===== config.mk =====
export PLATFORM = sky130hd
export DESIGN_NAME = glyph_atlas_shelf_packer
export DESIGN_NICKNAME = d
export VERILOG_FILES = /design/src/design/gasp_pkg.sv /design/src/design/glyph_atlas_shelf_packer.sv /design/src/design/gasp_front.sv /design/src/design/gasp_mod.sv /design/src/design/gasp_back.sv /design/src/design/gasp_resq.sv
export SDC_FILE = /design/constraint.sdc
export NUM_CORES = 1
export LEC_CHECK = 0
export BUFFER_PORTS_ARGS = -buffer_cell sky130_fd_sc_hd__buf_2
export CAP_MARGIN = 20
export CORE_MARGIN = 2
export CORE_UTILIZATION = 50
export CTS_BUF_LIST = sky130_fd_sc_hd__clkbuf_2
export CTS_CLUSTER_SIZE = 28
export DETAILED_ROUTE_END_ITERATION = 8
export PLACE_DENSITY_LB_ADDON = 0.2
export SYNTH_ARGS = -nofsm -noshare
export SYNTH_HDL_FRONTEND = slang
export SYNTH_SLANG_ARGS = --single-unit

===== constraint.sdc =====
create_clock -name clk -period 8.8 [get_ports clk]
set_input_delay 0.44 -clock clk [delete_from_list [all_inputs] [get_ports clk]]
set_output_delay 0.44 -clock clk [all_outputs]
set_load 0.03 [all_outputs]

===== src/design/gasp_pkg.sv =====
`timescale 1ns / 1ps

package gasp_pkg;

  localparam int ATLAS_SIZE = 256;
  localparam int DIM_W      = 9;
  localparam int TEX_W      = 8;
  localparam int SUM_W      = 16;

  localparam logic [DIM_W:0]     ATLAS_LIM      = (DIM_W + 1)'(ATLAS_SIZE);
  localparam logic [SUM_W-1:0]   SUM_MAX        = '1;
  localparam logic [TEX_W-1:0]   ROTATION_RESET = TEX_W'(2);

  // depths are powers of two so the pointers wrap on their own
  localparam int CQ_DEPTH = 2;
  localparam int CQ_AW    = $clog2(CQ_DEPTH);
  localparam int RQ_DEPTH = 4;
  localparam int RQ_AW    = $clog2(RQ_DEPTH);

  localparam logic MODE_RESET = 1'b1;
  localparam logic KIND_PLACE = 1'b0;
  localparam logic KIND_RECT  = 1'b1;

  typedef enum logic {
    OP_PLACE,
    OP_RESET
  } op_t;

  typedef enum logic [1:0] {
    S_DECIDE,
    S_MOD,
    S_PLACE,
    S_CLOSE
  } back_state_t;

  typedef struct packed {
    op_t              op;
    logic [DIM_W-1:0] glyph_width;
    logic [DIM_W-1:0] glyph_height;
    logic             first_glyph;
    logic             last_glyph;
  } cmd_t;

  typedef struct packed {
    logic             kind;
    logic [TEX_W-1:0] texture_index;
    logic [DIM_W-1:0] pos_x;
    logic [DIM_W-1:0] pos_y;
    logic [DIM_W-1:0] rect_width;
    logic [DIM_W-1:0] rect_height;
    logic [SUM_W-1:0] total_width;
    logic             texture_advanced;
    logic             last;
  } result_t;

  typedef struct packed {
    logic             start;
    logic [TEX_W-1:0] dividend;
    logic [TEX_W-1:0] divisor;
  } mod_req_t;

  typedef struct packed {
    logic             done;
    logic [TEX_W-1:0] remainder;
  } mod_rsp_t;

endpackage


===== src/design/glyph_atlas_shelf_packer.sv =====
`timescale 1ns / 1ps
// Each glyph passes the command queue, then the sequencer's decide and place states,
//   and the close state when the string's last segment closes; a segment that it closes
//   is pushed in decide. A packer reset item takes only the decide state.
// A texture advance after the rotation count shrank to or below the current texture first
//   computes the wrap in the serial remainder unit.
// Reset: synchronous rst empties both queues, zeroes the packer and sets the rotation to 2.

module glyph_atlas_shelf_packer (
  input  logic                        clk,
  input  logic                        rst,
  input  logic                        push,
  output logic                        full,
  input  logic                        mode,
  input  logic [gasp_pkg::DIM_W-1:0]  glyph_width,
  input  logic [gasp_pkg::DIM_W-1:0]  glyph_height,
  input  logic                        first_glyph,
  input  logic                        last_glyph,
  output logic                        empty,
  input  logic                        pop,
  output logic                        kind,
  output logic [gasp_pkg::TEX_W-1:0]  texture_index,
  output logic [gasp_pkg::DIM_W-1:0]  pos_x,
  output logic [gasp_pkg::DIM_W-1:0]  pos_y,
  output logic [gasp_pkg::DIM_W-1:0]  rect_width,
  output logic [gasp_pkg::DIM_W-1:0]  rect_height,
  output logic [gasp_pkg::SUM_W-1:0]  total_width,
  output logic                        texture_advanced,
  output logic                        last,
  input  logic                        cfg_wr_en,
  input  logic [gasp_pkg::TEX_W-1:0]  cfg_wr_data
);

  logic               cmd_valid;
  logic               cmd_pop;
  gasp_pkg::cmd_t     cmd;
  logic               res_full;
  logic               res_push;
  gasp_pkg::result_t  res;
  gasp_pkg::result_t  head;

  gasp_front u_front (
    .clk          (clk),
    .rst          (rst),
    .push         (push),
    .full         (full),
    .mode         (mode),
    .glyph_width  (glyph_width),
    .glyph_height (glyph_height),
    .first_glyph  (first_glyph),
    .last_glyph   (last_glyph),
    .cmd_valid    (cmd_valid),
    .cmd          (cmd),
    .cmd_pop      (cmd_pop)
  );

  gasp_back u_back (
    .clk         (clk),
    .rst         (rst),
    .cfg_wr_en   (cfg_wr_en),
    .cfg_wr_data (cfg_wr_data),
    .cmd_valid   (cmd_valid),
    .cmd         (cmd),
    .cmd_pop     (cmd_pop),
    .res_full    (res_full),
    .res_push    (res_push),
    .res         (res)
  );

  gasp_resq u_resq (
    .clk      (clk),
    .rst      (rst),
    .res_push (res_push),
    .res      (res),
    .res_full (res_full),
    .empty    (empty),
    .pop      (pop),
    .head     (head)
  );

  assign kind             = head.kind;
  assign texture_index    = head.texture_index;
  assign pos_x            = head.pos_x;
  assign pos_y            = head.pos_y;
  assign rect_width       = head.rect_width;
  assign rect_height      = head.rect_height;
  assign total_width      = head.total_width;
  assign texture_advanced = head.texture_advanced;
  assign last             = head.last;

endmodule


===== src/design/gasp_front.sv =====
`timescale 1ns / 1ps

module gasp_front (
  input  logic                        clk,
  input  logic                        rst,
  input  logic                        push,
  output logic                        full,
  input  logic                        mode,
  input  logic [gasp_pkg::DIM_W-1:0]  glyph_width,
  input  logic [gasp_pkg::DIM_W-1:0]  glyph_height,
  input  logic                        first_glyph,
  input  logic                        last_glyph,
  output logic                        cmd_valid,
  output gasp_pkg::cmd_t              cmd,
  input  logic                        cmd_pop
);

  gasp_pkg::cmd_t                  entries [gasp_pkg::CQ_DEPTH];
  gasp_pkg::cmd_t                  cmd_in;
  logic [gasp_pkg::CQ_AW-1:0]      wr_ptr;
  logic [gasp_pkg::CQ_AW-1:0]      rd_ptr;
  logic [gasp_pkg::CQ_AW:0]        count;
  logic                            accept;
  logic                            deq;

  assign full      = (count == (gasp_pkg::CQ_AW + 1)'(gasp_pkg::CQ_DEPTH));
  assign cmd_valid = (count != '0);
  assign accept    = push && !full;
  assign deq       = cmd_pop && cmd_valid;
  assign cmd       = entries[rd_ptr];

  always_comb begin
    cmd_in.glyph_width  = glyph_width;
    cmd_in.glyph_height = glyph_height;
    cmd_in.first_glyph  = first_glyph;
    cmd_in.last_glyph   = last_glyph;
    case (mode)
      gasp_pkg::MODE_RESET: cmd_in.op = gasp_pkg::OP_RESET;
      default:              cmd_in.op = gasp_pkg::OP_PLACE;
    endcase
  end

  always_ff @(posedge clk) begin
    if (accept) begin
      entries[wr_ptr] <= cmd_in;
    end
  end

  always_ff @(posedge clk) begin
    if (rst) begin
      wr_ptr <= '0;
      rd_ptr <= '0;
      count  <= '0;
    end else begin
      if (accept) begin
        wr_ptr <= wr_ptr + 1'b1;
      end
      if (deq) begin
        rd_ptr <= rd_ptr + 1'b1;
      end
      case ({accept, deq})
        2'b10:   count <= count + 1'b1;
        2'b01:   count <= count - 1'b1;
        default: count <= count;
      endcase
    end
  end

endmodule


===== src/design/gasp_mod.sv =====
`timescale 1ns / 1ps

module gasp_mod (
  input  logic                clk,
  input  logic                rst,
  input  gasp_pkg::mod_req_t  req,
  output gasp_pkg::mod_rsp_t  rsp
);

  logic                           busy;
  logic                           done;
  logic [$clog2(gasp_pkg::TEX_W)-1:0] step;
  logic [gasp_pkg::TEX_W-1:0]     rem;
  logic [gasp_pkg::TEX_W-1:0]     rem_next;
  logic [gasp_pkg::TEX_W-1:0]     dvd;
  logic [gasp_pkg::TEX_W-1:0]     dsr;
  logic [gasp_pkg::TEX_W:0]       shifted;

  // one restoring step per cycle
  always_comb begin
    shifted = {rem, dvd[gasp_pkg::TEX_W-1]};
    if (shifted >= {1'b0, dsr}) begin
      rem_next = gasp_pkg::TEX_W'(shifted - {1'b0, dsr});
    end else begin
      rem_next = shifted[gasp_pkg::TEX_W-1:0];
    end
  end

  always_ff @(posedge clk) begin
    if (req.start && !busy) begin
      rem <= '0;
      dvd <= req.dividend;
      dsr <= req.divisor;
    end else if (busy) begin
      rem <= rem_next;
      dvd <= dvd << 1;
    end
  end

  always_ff @(posedge clk) begin
    if (rst) begin
      busy <= 1'b0;
      done <= 1'b0;
      step <= '0;
    end else begin
      done <= 1'b0;
      if (req.start && !busy) begin
        busy <= 1'b1;
        step <= '0;
      end else if (busy) begin
        step <= step + 1'b1;
        if (step == '1) begin
          busy <= 1'b0;
          done <= 1'b1;
        end
      end
    end
  end

  assign rsp.done      = done;
  assign rsp.remainder = rem;

endmodule


===== src/design/gasp_back.sv =====
`timescale 1ns / 1ps

module gasp_back (
  input  logic                        clk,
  input  logic                        rst,
  input  logic                        cfg_wr_en,
  input  logic [gasp_pkg::TEX_W-1:0]  cfg_wr_data,
  input  logic                        cmd_valid,
  input  gasp_pkg::cmd_t              cmd,
  output logic                        cmd_pop,
  input  logic                        res_full,
  output logic                        res_push,
  output gasp_pkg::result_t           res
);

  localparam int DW = gasp_pkg::DIM_W;
  localparam int TW = gasp_pkg::TEX_W;
  localparam int SW = gasp_pkg::SUM_W;

  function automatic logic [SW-1:0] sat_add(input logic [SW-1:0] a, input logic [DW-1:0] b);
    logic [SW:0] s;
    s = {1'b0, a} + (SW + 1)'(b);
    return s[SW] ? gasp_pkg::SUM_MAX : s[SW-1:0];
  endfunction

  gasp_pkg::back_state_t state, state_next;

  logic [DW-1:0] cursor_x, cursor_x_next;
  logic [DW-1:0] row_top, row_top_next;
  logic [DW-1:0] next_row_top, next_row_top_next;
  logic [DW-1:0] segment_start_x, segment_start_x_next;
  logic [DW-1:0] segment_top, segment_top_next;
  logic [DW-1:0] segment_height, segment_height_next;
  logic [TW-1:0] segment_texture, segment_texture_next;
  logic [TW-1:0] current_texture, current_texture_next;
  logic [SW-1:0] string_width, string_width_next;
  logic [TW-1:0] rotation;
  logic [DW-1:0] item_width, item_width_next;
  logic [DW-1:0] item_height, item_height_next;
  logic          item_last, item_last_next;
  logic          item_adv, item_adv_next;
  logic [TW-1:0] wrap_value, wrap_value_next;
  logic          wrap_ready, wrap_ready_next;

  gasp_pkg::mod_req_t mod_req;
  gasp_pkg::mod_rsp_t mod_rsp;

  // decide-stage view of one glyph
  logic [DW-1:0] ss0, st0, sh0, cx1, rt1, sh1, ss1, st1, pre_w;
  logic [TW-1:0] stex0, stex1, num, tex_adv;
  logic [SW-1:0] sw0, sw1, pre_sum;
  logic [TW:0]   inc;
  logic          brk, adv, pre_close, stale, need_mod;

  // place and close views
  logic [DW-1:0] pl_cursor, cl_w;
  logic [DW:0]   pl_top;
  logic [SW-1:0] cl_sum;
  logic          post;

  gasp_mod u_mod (
    .clk (clk),
    .rst (rst),
    .req (mod_req),
    .rsp (mod_rsp)
  );

  always_comb begin
    ss0   = cmd.first_glyph ? cursor_x : segment_start_x;
    st0   = cmd.first_glyph ? row_top : segment_top;
    sh0   = cmd.first_glyph ? '0 : segment_height;
    stex0 = cmd.first_glyph ? current_texture : segment_texture;
    sw0   = cmd.first_glyph ? '0 : string_width;

    brk   = ({1'b0, cursor_x} + {1'b0, cmd.glyph_width}) > gasp_pkg::ATLAS_LIM;
    rt1   = brk ? next_row_top : row_top;
    sh1   = brk ? '0 : sh0;
    cx1   = brk ? '0 : cursor_x;
    ss1   = brk ? '0 : ss0;
    st1   = brk ? next_row_top : st0;
    stex1 = brk ? current_texture : stex0;

    adv = (({1'b0, rt1} + {1'b0, cmd.glyph_height}) > gasp_pkg::ATLAS_LIM) ||
          (({1'b0, rt1} + {1'b0, sh1}) > gasp_pkg::ATLAS_LIM);

    pre_close = (brk && (cursor_x > ss0)) || (adv && (cx1 > ss1));
    pre_w     = cursor_x - ss0;
    pre_sum   = sat_add(sw0, pre_w);
    sw1       = pre_close ? pre_sum : sw0;

    num = (rotation == '0) ? TW'(1) : rotation;
    inc = {1'b0, current_texture} + (TW + 1)'(1);
    if (inc < {1'b0, num}) begin
      tex_adv = inc[TW-1:0];
      stale   = 1'b0;
    end else if (inc == {1'b0, num}) begin
      tex_adv = '0;
      stale   = 1'b0;
    end else begin
      tex_adv = wrap_value;
      stale   = 1'b1;
    end
    need_mod = adv && stale && !wrap_ready;

    pl_cursor = cursor_x + item_width;
    pl_top    = {1'b0, row_top} + {1'b0, item_height};
    post      = item_last && ((cursor_x > segment_start_x) || (item_width != '0));

    cl_w   = cursor_x - segment_start_x;
    cl_sum = sat_add(string_width, cl_w);
  end

  always_comb begin
    state_next           = state;
    cursor_x_next        = cursor_x;
    row_top_next         = row_top;
    next_row_top_next    = next_row_top;
    segment_start_x_next = segment_start_x;
    segment_top_next     = segment_top;
    segment_height_next  = segment_height;
    segment_texture_next = segment_texture;
    current_texture_next = current_texture;
    string_width_next    = string_width;
    item_width_next      = item_width;
    item_height_next     = item_height;
    item_last_next       = item_last;
    item_adv_next        = item_adv;
    wrap_value_next      = wrap_value;
    wrap_ready_next      = wrap_ready;
    cmd_pop              = 1'b0;
    res_push             = 1'b0;
    res                  = '0;
    mod_req.start        = 1'b0;
    mod_req.dividend     = inc[TW-1:0];
    mod_req.divisor      = num;

    case (state)
      gasp_pkg::S_DECIDE: begin
        if (cmd_valid) begin
          if (cmd.op == gasp_pkg::OP_RESET) begin
            cmd_pop              = 1'b1;
            cursor_x_next        = '0;
            row_top_next         = '0;
            next_row_top_next    = '0;
            segment_start_x_next = '0;
            segment_top_next     = '0;
            segment_height_next  = '0;
            segment_texture_next = '0;
            current_texture_next = '0;
            string_width_next    = '0;
            wrap_ready_next      = 1'b0;
          end else if (need_mod) begin
            mod_req.start = 1'b1;
            state_next    = gasp_pkg::S_MOD;
          end else if (!(pre_close && res_full)) begin
            cmd_pop = 1'b1;
            if (pre_close) begin
              res_push             = 1'b1;
              res.kind             = gasp_pkg::KIND_RECT;
              res.texture_index    = stex0;
              res.pos_x            = ss0;
              res.pos_y            = st0;
              res.rect_width       = pre_w;
              res.rect_height      = sh0;
              res.total_width      = pre_sum;
              res.texture_advanced = adv;
              res.last             = 1'b0;
            end
            if (adv) begin
              current_texture_next = tex_adv;
              cursor_x_next        = '0;
              row_top_next         = '0;
              next_row_top_next    = '0;
              segment_start_x_next = '0;
              segment_top_next     = '0;
              segment_height_next  = '0;
              segment_texture_next = tex_adv;
            end else begin
              cursor_x_next        = cx1;
              row_top_next         = rt1;
              segment_start_x_next = ss1;
              segment_top_next     = st1;
              segment_height_next  = sh1;
              segment_texture_next = stex1;
            end
            string_width_next = sw1;
            item_width_next   = cmd.glyph_width;
            item_height_next  = cmd.glyph_height;
            item_last_next    = cmd.last_glyph;
            item_adv_next     = adv;
            wrap_ready_next   = 1'b0;
            state_next        = gasp_pkg::S_PLACE;
          end
        end
      end

      gasp_pkg::S_MOD: begin
        if (mod_rsp.done) begin
          wrap_value_next = mod_rsp.remainder;
          wrap_ready_next = 1'b1;
          state_next      = gasp_pkg::S_DECIDE;
        end
      end

      gasp_pkg::S_PLACE: begin
        if (!res_full) begin
          res_push             = 1'b1;
          res.kind             = gasp_pkg::KIND_PLACE;
          res.texture_index    = current_texture;
          res.pos_x            = cursor_x;
          res.pos_y            = row_top;
          res.rect_width       = item_width;
          res.rect_height      = item_height;
          res.total_width      = string_width;
          res.texture_advanced = item_adv;
          res.last             = !post;
          cursor_x_next        = pl_cursor;
          if (item_height > segment_height) begin
            segment_height_next = item_height;
            if (pl_top > {1'b0, next_row_top}) begin
              next_row_top_next = pl_top[DW-1:0];
            end
          end
          if (post) begin
            state_next = gasp_pkg::S_CLOSE;
          end else begin
            if (item_last) begin
              segment_start_x_next = pl_cursor;
              segment_top_next     = row_top;
              segment_height_next  = '0;
              segment_texture_next = current_texture;
              string_width_next    = '0;
            end
            state_next = gasp_pkg::S_DECIDE;
          end
        end
      end

      gasp_pkg::S_CLOSE: begin
        if (!res_full) begin
          res_push             = 1'b1;
          res.kind             = gasp_pkg::KIND_RECT;
          res.texture_index    = segment_texture;
          res.pos_x            = segment_start_x;
          res.pos_y            = segment_top;
          res.rect_width       = cl_w;
          res.rect_height      = segment_height;
          res.total_width      = cl_sum;
          res.texture_advanced = item_adv;
          res.last             = 1'b1;
          segment_start_x_next = cursor_x;
          segment_top_next     = row_top;
          segment_height_next  = '0;
          segment_texture_next = current_texture;
          string_width_next    = '0;
          state_next           = gasp_pkg::S_DECIDE;
        end
      end

      default: state_next = gasp_pkg::S_DECIDE;
    endcase
  end

  always_ff @(posedge clk) begin
    item_width  <= item_width_next;
    item_height <= item_height_next;
    item_last   <= item_last_next;
    item_adv    <= item_adv_next;
    wrap_value  <= wrap_value_next;
  end

  always_ff @(posedge clk) begin
    if (rst) begin
      state           <= gasp_pkg::S_DECIDE;
      cursor_x        <= '0;
      row_top         <= '0;
      next_row_top    <= '0;
      segment_start_x <= '0;
      segment_top     <= '0;
      segment_height  <= '0;
      segment_texture <= '0;
      current_texture <= '0;
      string_width    <= '0;
      wrap_ready      <= 1'b0;
      rotation        <= gasp_pkg::ROTATION_RESET;
    end else begin
      state           <= state_next;
      cursor_x        <= cursor_x_next;
      row_top         <= row_top_next;
      next_row_top    <= next_row_top_next;
      segment_start_x <= segment_start_x_next;
      segment_top     <= segment_top_next;
      segment_height  <= segment_height_next;
      segment_texture <= segment_texture_next;
      current_texture <= current_texture_next;
      string_width    <= string_width_next;
      wrap_ready      <= wrap_ready_next;
      if (cfg_wr_en) begin
        rotation <= cfg_wr_data;
      end
    end
  end

endmodule


===== src/design/gasp_resq.sv =====
`timescale 1ns / 1ps

module gasp_resq (
  input  logic               clk,
  input  logic               rst,
  input  logic               res_push,
  input  gasp_pkg::result_t  res,
  output logic               res_full,
  output logic               empty,
  input  logic               pop,
  output gasp_pkg::result_t  head
);

  gasp_pkg::result_t           entries [gasp_pkg::RQ_DEPTH];
  logic [gasp_pkg::RQ_AW-1:0]  wr_ptr;
  logic [gasp_pkg::RQ_AW-1:0]  rd_ptr;
  logic [gasp_pkg::RQ_AW:0]    count;
  logic                        enq;
  logic                        deq;

  assign res_full = (count == (gasp_pkg::RQ_AW + 1)'(gasp_pkg::RQ_DEPTH));
  assign empty    = (count == '0);
  assign enq      = res_push && !res_full;
  assign deq      = pop && !empty;
  assign head     = entries[rd_ptr];

  always_ff @(posedge clk) begin
    if (enq) begin
      entries[wr_ptr] <= res;
    end
  end

  always_ff @(posedge clk) begin
    if (rst) begin
      wr_ptr <= '0;
      rd_ptr <= '0;
      count  <= '0;
    end else begin
      if (enq) begin
        wr_ptr <= wr_ptr + 1'b1;
      end
      if (deq) begin
        rd_ptr <= rd_ptr + 1'b1;
      end
      case ({enq, deq})
        2'b10:   count <= count + 1'b1;
        2'b01:   count <= count - 1'b1;
        default: count <= count;
      endcase
    end
  end

endmodule


; Word level (Yosys, flattened, before mapping)
; Memories as Yosys holds them, arrays and structs flattened. A register that Yosys moved wholly into a read port is not among the register bits.
; Cells that the tools add are included.
[op_classes]
n_eq_ne = 26
magnitude_cmp = 10
n_reduce_logical = 45
mux = 150
n_bitwise = 4
n_addsub = 20
[op_table]
columns = op, n
row1 = $mux W9, 54
row2 = $mux W63, 6
row3 = $mux W16, 12
row4 = $pmux W63 S3, 1
row5 = $mux W8, 21
row6 = $pmux W9 S3, 3
row7 = $mux W62, 1
row8 = $pmux W16 S3, 1
row9 = $add A9 B9 Y10, 4
row10 = $gt A9 B9 Y1, 4
row11 = $pmux W9 S2, 2
row12 = $add A16 B9 Y17, 2
row13 = $mux W1, 33
row14 = $gt A10 B9 Y1 const B, 3
row15 = $pmux W8 S3, 1
row16 = $mux W2, 10
row17 = $reduce_and A5 Y1, 4
row18 = $sub A9 B9 Y9, 2
row19 = $ne A2 B2 Y1 const B, 8
row20 = $reduce_and A8 Y1, 2
row21 = $reduce_bool A2 Y1, 7
row22 = $reduce_and A6 Y1, 2
row23 = $logic_and A1 B1 Y1, 11
row24 = $eq A2 B2 Y1 const B, 5
row25 = other kinds (33), 56
[word_totals]
ramBits = 294
input_bits = 34
out_inout_bits = 65
mem_count = 2
regBits = 165
[mem_list]
columns = name, depth, width, rd, rd_clocked_by_memory_dff, wr, line
row1 = u_resq.entries, 4, 63, 1, 1, 1, gasp_resq.sv:14  ; gasp_pkg::result_t entries [gasp_pkg::RQ_DEPTH];
row2 = u_front.entries, 2, 21, 1, 1, 1, gasp_front.sv:18  ; gasp_pkg::cmd_t entries [gasp_pkg::CQ_DEPTH];

; Logic depth before layout (Yosys ltp)
; Gate-level depths: netlist of run 1.
[logic_depth]
ltp_word = 17
mapped_depth = 35

; Hierarchy
; From an unflattened synthesis of run 1, not the netlist that was laid out.
[hier_totals]
hier_cells = 2006
area_unflattened_um2 = 24279.5
[by_module_without_submodules]
columns = module, seq_area_each_um2, instances, area_per_inst_um2, cells_per_inst
row1 = gasp_back, 2782.7, 1, 11350.9, 1383
row2 = gasp_resq, 7747.4, 1, 9638.0, 383
row3 = gasp_front, 1361.3, 1, 1734.2, 91
row4 = gasp_mod, 740.7, 1, 1556.5, 149

; Least setup slack after synthesis of run 1
; OpenSTA, ideal clock, no wires.
[synth_timing]
path_type = register -> register
startpoint = reg (tool-made name)
endpoint = mem u_resq.entries[1][0] (netlist name) (enable)
slack_ns = -0.301
stages_incl_launch_ff = 29
n_path_buf = 5
arrival_ns = 8.673
cell_sequence = dfxtp_1 -> clkbuf_1 -> clkbuf_1 -> buf_1 -> mux2_2 -> ha_1 -> inv_1 -> fa_1 -> nor2b_1 -> o2111a_1 -> or3_1 -> a2111o_1 -> o311a_1 -> nor2_1 -> buf_2 -> buf_1 -> mux2i_1 -> inv_1 -> ha_1 -> fa_1 -> a21o_1 -> a211oi_2 -> o221ai_1 -> a2111oi_2 -> nand4_1 -> a22oi_4 -> nor2_2 -> o41ai_2 -> and2_1
[synth_lines]
columns = element, line
row1 = to (decl), gasp_resq.sv:14

==> results of run 1 <==
[worst paths after layout]
path,from,endpoint,slack [ps],cells past startpoint
min,glyph_width[3],u_front.entries[1][14]$_DFFE_PP_,80,2
max,flip-flop,u_resq.entries[0][58]$_DFFE_PP_,560,23
min reg2reg,u_back.rotation[1]$_SDFFE_PP1P_,u_back.u_mod.dsr[1]$_DFFE_PP_,470,0
max reg2reg,flip-flop,u_resq.entries[0][58]$_DFFE_PP_,560,23
[sequential cells by signal, summed over array words and instances, names as in the netlist, 9 cells and up, named ones only]
register                flops
u_back.item_width           9
u_back.segment_height       9
u_back.string_width        16
u_back.segment_top          9
u_back.cursor_x             9
u_back.next_row_top         9
u_back.item_height          9
u_back.segment_start_x      9
u_front.entries            42
u_back.row_top              9
u_resq.entries            252
[metrics by stage]
| step | utilization (%) | std cells |
|---|---|---|
| floorplan | - | 1952 |
| detailed placement | 53.5 | 2616 |
| CTS | 57.3 | 2899 |
| finish | 57.4 | 2903 |
| global route | 57.4 | 2903 |
| global placement | 53.5 | 2614 |
[per-layer routing]
layer / global-route usage (%) / up-vias / wire length, um
li1: - / 8017 / -
met1: 34.4 / 8362 / 27400
met2: 40.9 / 681 / 29300
met3: 5.27 / 132 / 4530
met4: 10.7 / 0 / 1950
met5: 0 / - / 0
[final cells by class]
| cell class | count | area [sq um] | area share (%) |
|---|---|---|---|
| Clock inverter | 41 | 214 | 0.797 |
| Inverter | 106 | 398 | 1.48 |
| Sequential cell | 462 | 12600 | 47.1 |
| Multi-Input combinational cell | 1300 | 10400 | 38.6 |
| Clock buffer | 174 | 871 | 3.24 |
| Tap cell | 607 | 759 | 2.83 |
| Timing Repair Buffer | 211 | 1610 | 5.98 |
| Antenna cell | 2 | 5.00 | 0.0186 |
[synthesized netlist by cell type (all sizes together) (5+ instances only)]
| cell type | count |
|---|---|
| a2111oi | 5 |
| a211oi | 29 |
| a21boi | 5 |
| a21o | 29 |
| a21oi | 105 |
| a22o | 66 |
| a22oi | 23 |
| a31o | 5 |
| a31oi | 20 |
| a32oi | 5 |
| and2 | 25 |
| and3 | 19 |
| buf | 27 |
| clkbuf | 57 |
| dfxtp | 124 |
| edfxtp | 338 |
| fa | 11 |
| ha | 133 |
| inv | 105 |
| mux2 | 34 |
| mux2i | 23 |
| mux4 | 63 |
| nand2 | 114 |
| nand2b | 11 |
| nand3 | 27 |
| nand4 | 16 |
| nor2 | 173 |
| nor2b | 19 |
| nor3 | 23 |
| nor4 | 6 |
| o211ai | 17 |
| o21a | 19 |
| o21ai | 76 |
| o21bai | 13 |
| o22ai | 8 |
| o2bb2ai | 25 |
| o31ai | 5 |
| or3 | 14 |
| xnor2 | 45 |
| xor2 | 29 |
[power by group through the flow]
stage / sequential, mW / combinational, mW / clock (mW)
finish: 3.13 / 4.94 / 1.45
CTS: 3.13 / 4.88 / 1.50
detailed placement: 3.18 / 4.84 / 0
global placement: 3.17 / 4.74 / 0
floorplan: 3.03 / 3.58 / 0
global route: 3.17 / 5.34 / 1.62
[repair_timing]
item / in CTS / in global routing
hold endpoints to repair: 96 / 0
endpoints found under the setup margin: 0 / 0
hold buffers: 68 / 0
[worst register-to-register path, stage by stage (launching register included)]
cell	delay (ps)
dfxtp_1	440
buf_4	320
mux2_2	390
ha_1	370
a21oi_1	230
o21bai_1	120
or3_1	320
a2111o_1	480
o311a_1	460
nor2_2	440
mux2i_1	320
inv_1	100
ha_1	240
fa_1	460
a21o_1	230
a211oi_2	210
o221ai_1	170
a2111oi_2	360
nand4_1	200
a22oi_4	270
nor2_2	130
or4_1	720
o21ai_4	750
a22o_1	360
[cell families (layout without fill, tap and decap cells)]
kind of cell | count (synthesis) | in the layout
compound gates | 498 | 498
simple gates | 464 | 464
flops | 462 | 462
buf+inv | 190 | 532
fa+ha+maj | 144 | 144
mux | 120 | 120
xor+xnor | 74 | 74
other cells | 0 | 2
==> impl_metrics.json, run 1 <==
{
  "synth_xor_area_share_pct": 2.73,
  "detail-route-antenna-nets": 0,
  "clock_skew_ps": 102,
  "synth_top_family_by_area": "compound AO/OA/AOI/OAI gates",
  "crit_slowest_cell": "o21ai_4",
  "final-hold-violation-count": 0,
  "yosys.area_share.simple_pct": 9.09,
  "synthTopCellsByArea": "edfxtp_1, dfxtp_1, ha_1, mux4_2, nor2_1",
  "clockPowerShare_pct": 15.3,
  "cts_tree": "built",
  "cp-end-kind": "flip-flop",
  "crit_path_start_kind": "flip-flop",
  "drc": 0,
  "wl_um": 63100,
  "cts-root-buf": "clkbuf_2",
  "cts_setup_buffers": 0,
  "grt_pass1_wl_um": 97300,
  "fin_hold_ws_ps": 80.6,
  "p_leak_nw": 10.3,
  "status": "complete, no violations",
  "power_mw": 9.52,
  "io_pins": 99,
  "max-slew-margin-rel_pct": 31.8,
  "internal-power_mw": 5.19,
  "critical-path-top-delay-family": "compound AO/OA/AOI/OAI gates",
  "p_per_area_nw_per_um2": 355,
  "cpPeakStageDelay_ps": 750,
  "yosysTopAreaCellShare_pct": 42.7,
  "die_area_sq_um": 49300,
  "path_cells": "buf_4 > mux2_2 > ha_1 > a21oi_1 > o21bai_1 > or3_1 > a2111o_1 > o311a_1 > nor2_2 > mux2i_1 > inv_1 > ha_1 > fa_1 > a21o_1 > a211oi_2 > o221ai_1 > a2111oi_2 > nand4_1 > a22oi_4 > nor2_2 > or4_1 > o21ai_4 > a22o_1",
  "start_util_pct": 50.8,
  "worst_slack_ps": 562,
  "grt_pass1_vias": 17100,
  "seqPwrFrac_pct": 32.9,
  "slew_viol_final": 0,
  "grt_usage_pct": 25.7,
  "maxCapViolCount": 0,
  "h-tree-depth": 3,
  "nets": 2373,
  "wl_per_cell_um": 21.7,
  "clk_latency_ps": 1170,
  "cts_made_buffers": 114,
  "period_needed_ps": 8240,
  "worst_pin_slew_ps": 1020,
  "seq_area_frac_synth_pct": 53.2,
  "cts_resized": 0,
  "place_area_sq_um": 25000,
  "ys.warnings.count": 0,
  "post-synth-top-area-cell": "edfxtp_1",
  "synth_nets": 2130,
  "layout-drive-gt1-share_pct": 20.5,
  "max_freq_mhz": 121,
  "fp-row-count": 79,
  "port_buffers": 98,
  "core_area_sq_um": 46800,
  "rsz0062_at_grt": "no",
  "setup_viol": 0,
  "swShare_pct": 45.5,
  "place_congestion": 0.892,
  "finalSetupTns_ps": 0,
  "die_w_um": 222,
  "pwr-share-comb_pct": 51.8,
  "path_max_fanout": 26,
  "fillers": 3937,
  "layout_common_cells": "edfxtp_1, clkbuf_2, nor2_1, ha_1, dfxtp_1",
  "dpl.hpwl_um": 44400,
  "crit_type": "reg2reg",
  "vias_per_cell": 5.92,
  "firstDrtPassIters": 5,
  "drt_iter0_drc": 1616,
  "synth.avg_cell_area_sq_um": 12.2,
  "worst_ep_required_time_ps": 9730,
  "grt_overflow": 0,
  "fp.dieH_um": 222,
  "ys_types": 91,
  "num_vias": 17200,
  "synth_edf_count": 338,
  "grt_max_degree": 64,
  "ys.flop_type": "edfxtp_1",
  "ys_ff_latch": 462,
  "antenna_found_initial": 2,
  "worst-path-buf-inv": 2,
  "synth_compound_area_share_pct": 15.2,
  "hold_path.class": "in2reg",
  "muxShareOfSynthArea_pct": 8.56,
  "cts_buffer_depth": 3,
  "peakVddDrop_mv": 0.218,
  "synth_fa_ha_area_share_pct": 7.94,
  "path_clk_slew_ps": 110,
  "place_ws_ps": 620,
  "synthesis.area_sq_um": 23700,
  "critPathArrivalTime_ps": 9170,
  "fin_area_sq_um": 26800,
  "power_switching_mw": 4.34,
  "final_common_cell": "edfxtp_1",
  "syn-instance-count": 1952,
  "async_flop_share_pct": 0,
  "cts_sinks": 462,
  "area_delta_synth_final_pct": 13.1,
  "fin_crit_sh_pct": 93.6
}
No activity file was read; power rests on OpenSTA's default activity.
==> inputs of run 2 (changes only) <==
==> constraint.sdc (replaced) <==
create_clock -name clk -period 8.8 [get_ports clk]
set_input_delay 1.32 -clock clk [delete_from_list [all_inputs] [get_ports clk]]
set_output_delay 1.32 -clock clk [all_outputs]
set_load 0.03 [all_outputs]
==> run 2 against run 1 <==
Non-clock buffer count decreased by 69. Combinational power decreased by 0.8%. Power decreased by 0.41%. Sequential share of layout area increased by 1.3 points. Sequential cell count unchanged. Register-to-register slack about the same. Clock skew increased by 21 ps. Critical endpoint unchanged. Final cell count decreased by 2.4%. Sequential power about the same. Count of clock-buffer cells in the layout unchanged. Worst setup slack improved by 4.8 ps.
==> impl_metrics.json, run 2 (synthesized netlist as in run 1, its figures left out) <==
{
  "crit_slowest_cell": "o21ai_4",
  "largest-register": "u_resq.entries",
  "path_max_fanout": 26,
  "path_cells": "buf_4 > mux2_2 > ha_1 > a21oi_1 > o21bai_1 > or3_1 > a2111o_1 > o311a_1 > nor2_2 > mux2i_1 > inv_1 > ha_1 > fa_1 > a21o_1 > a211oi_2 > o221ai_1 > a2111oi_2 > nand4_1 > a22oi_4 > nor2_2 > or4_1 > o21ai_4 > a22o_1",
  "num_vias": 16800,
  "place_congestion": 0.892,
  "fp-row-count": 79,
  "slew_viol_final": 0,
  "path_clk_slew_ps": 130,
  "grt_overflow": 0,
  "wl_um": 62200,
  "period_needed_ps": 8230,
  "die_area_sq_um": 49300,
  "start_util_pct": 50.8,
  "place_area_sq_um": 25000,
  "top_regs": "u_resq.entries: 252 flops, u_front.entries: 42 flops, u_back.string_width: 16 flops",
  "worst_ep_required_time_ps": 9730,
  "layout_common_cells": "edfxtp_1, clkbuf_2, nor2_1, ha_1, dfxtp_1",
  "cp-end-kind": "flip-flop",
  "nets": 2304,
  "wl_per_cell_um": 21.9,
  "p_leak_nw": 9.98,
  "vias_per_cell": 5.94,
  "cts_tree": "built",
  "die_w_um": 222,
  "fp.dieH_um": 222,
  "crit_type": "reg2reg",
  "largest_reg_flops": 252,
  "peakVddDrop_mv": 0.215,
  "cts_setup_buffers": 0,
  "detail-route-antenna-nets": 0,
  "final_common_cell": "edfxtp_1",
  "finalSetupTns_ps": 0,
  "max_freq_mhz": 121,
  "hold_path.class": "in2reg",
  "clk_latency_ps": 1180,
  "maxCapViolCount": 0,
  "setup_viol": 0,
  "holdBufCountCts": 0,
  "layout-drive-gt1-share_pct": 21.1,
  "cts_buffer_depth": 3,
  "firstDrtPassIters": 8,
  "antenna_found_initial": 2,
  "critPathArrivalTime_ps": 9160,
  "drt_iter0_drc": 1508,
  "status": "complete, no violations",
  "cts_made_buffers": 114,
  "core_area_sq_um": 46800,
  "final_core_util_pct": 55.9,
  "grt_pass1_vias": 16700,
  "drc": 0,
  "area_delta_synth_final_pct": 10.1,
  "max-slew-margin-rel_pct": 30.5,
  "clock_skew_ps": 123,
  "port_buffers": 98,
  "cts-root-buf": "clkbuf_2",
  "fin_hold_ws_ps": 380,
  "cts_sinks": 462,
  "io_pins": 99,
  "fin_crit_sh_pct": 93.6,
  "grt_pass1_wl_um": 95800,
  "cpPeakStageDelay_ps": 750,
  "p_per_area_nw_per_um2": 363,
  "final-hold-violation-count": 0,
  "rsz0062_at_grt": "no",
  "worst_pin_slew_ps": 1040,
  "dpl.hpwl_um": 44400,
  "h-tree-depth": 3,
  "grt_max_degree": 64,
  "crit_path_start_kind": "flip-flop",
  "cts_resized": 0,
  "fin_area_sq_um": 26100,
  "power_mw": 9.49,
  "grt_usage_pct": 25.3
}
run 2: cell count changes in the layout (fill, tap and decap cells not counted):
cell / before / now
buf_16: 2 / 1
dlygate4sd3_1: 68 / 0
run 2: worst paths after layout:
check,from,to,slack (ps),cells past startpoint
hold / removal,mode,u_front.entries[0][20]$_DFFE_PP_,380,1
setup reg to reg,flip-flop,u_resq.entries[0][58]$_DFFE_PP_,570,23
setup / recovery,flip-flop,u_resq.entries[0][58]$_DFFE_PP_,570,23
hold reg to reg,u_back.rotation[1]$_SDFFE_PP1P_,u_back.u_mod.dsr[1]$_DFFE_PP_,450,0
run 2: where the power goes:
group          internal, mW  switching, mW  total (mW)
registers              2.85          0.284        3.13
clock network         0.567          0.884        1.45
logic                  1.75           3.15        4.90
run 2: metrics by stage:
step / setup WS (ps) / instances
floorplan: 363 / 1952
global placement: 861 / 2614
detailed placement: 620 / 2616
CTS: 600 / 2831
global route: 70.0 / 2834
finish: 566 / 2834
run 2: per-layer routing:
layer / wire length (um) / GRT usage, %
met4: 1710 / 10.5
met5: 0 / 0
met1: 27000 / 34.2
met2: 28800 / 39.9
met3: 4700 / 5.29
run 2: worst max-delay path: cells and delay by family, from the launching register on:
| family | cells | cell delay, ps |
|---|---|---|
| AO/OA/AOI/OAI | 11 | 3620 |
| AND/OR/NAND/NOR | 5 | 1800 |
| adder cells (fa/ha/maj) | 3 | 1070 |
| multiplexers | 2 | 700 |
| flip-flops | 1 | 440 |
| buffers and inverters | 2 | 420 |
run 2: final cells by class:
cell class,count,area (sq um)
tap,607,759
fill,4004,20600
inverter,106,398
sequential,462,12600
clock inverter,41,214
clock buffer,174,871
antenna,2,5.00
multi-input combinational,1300,10400
timing repair buffer,142,898
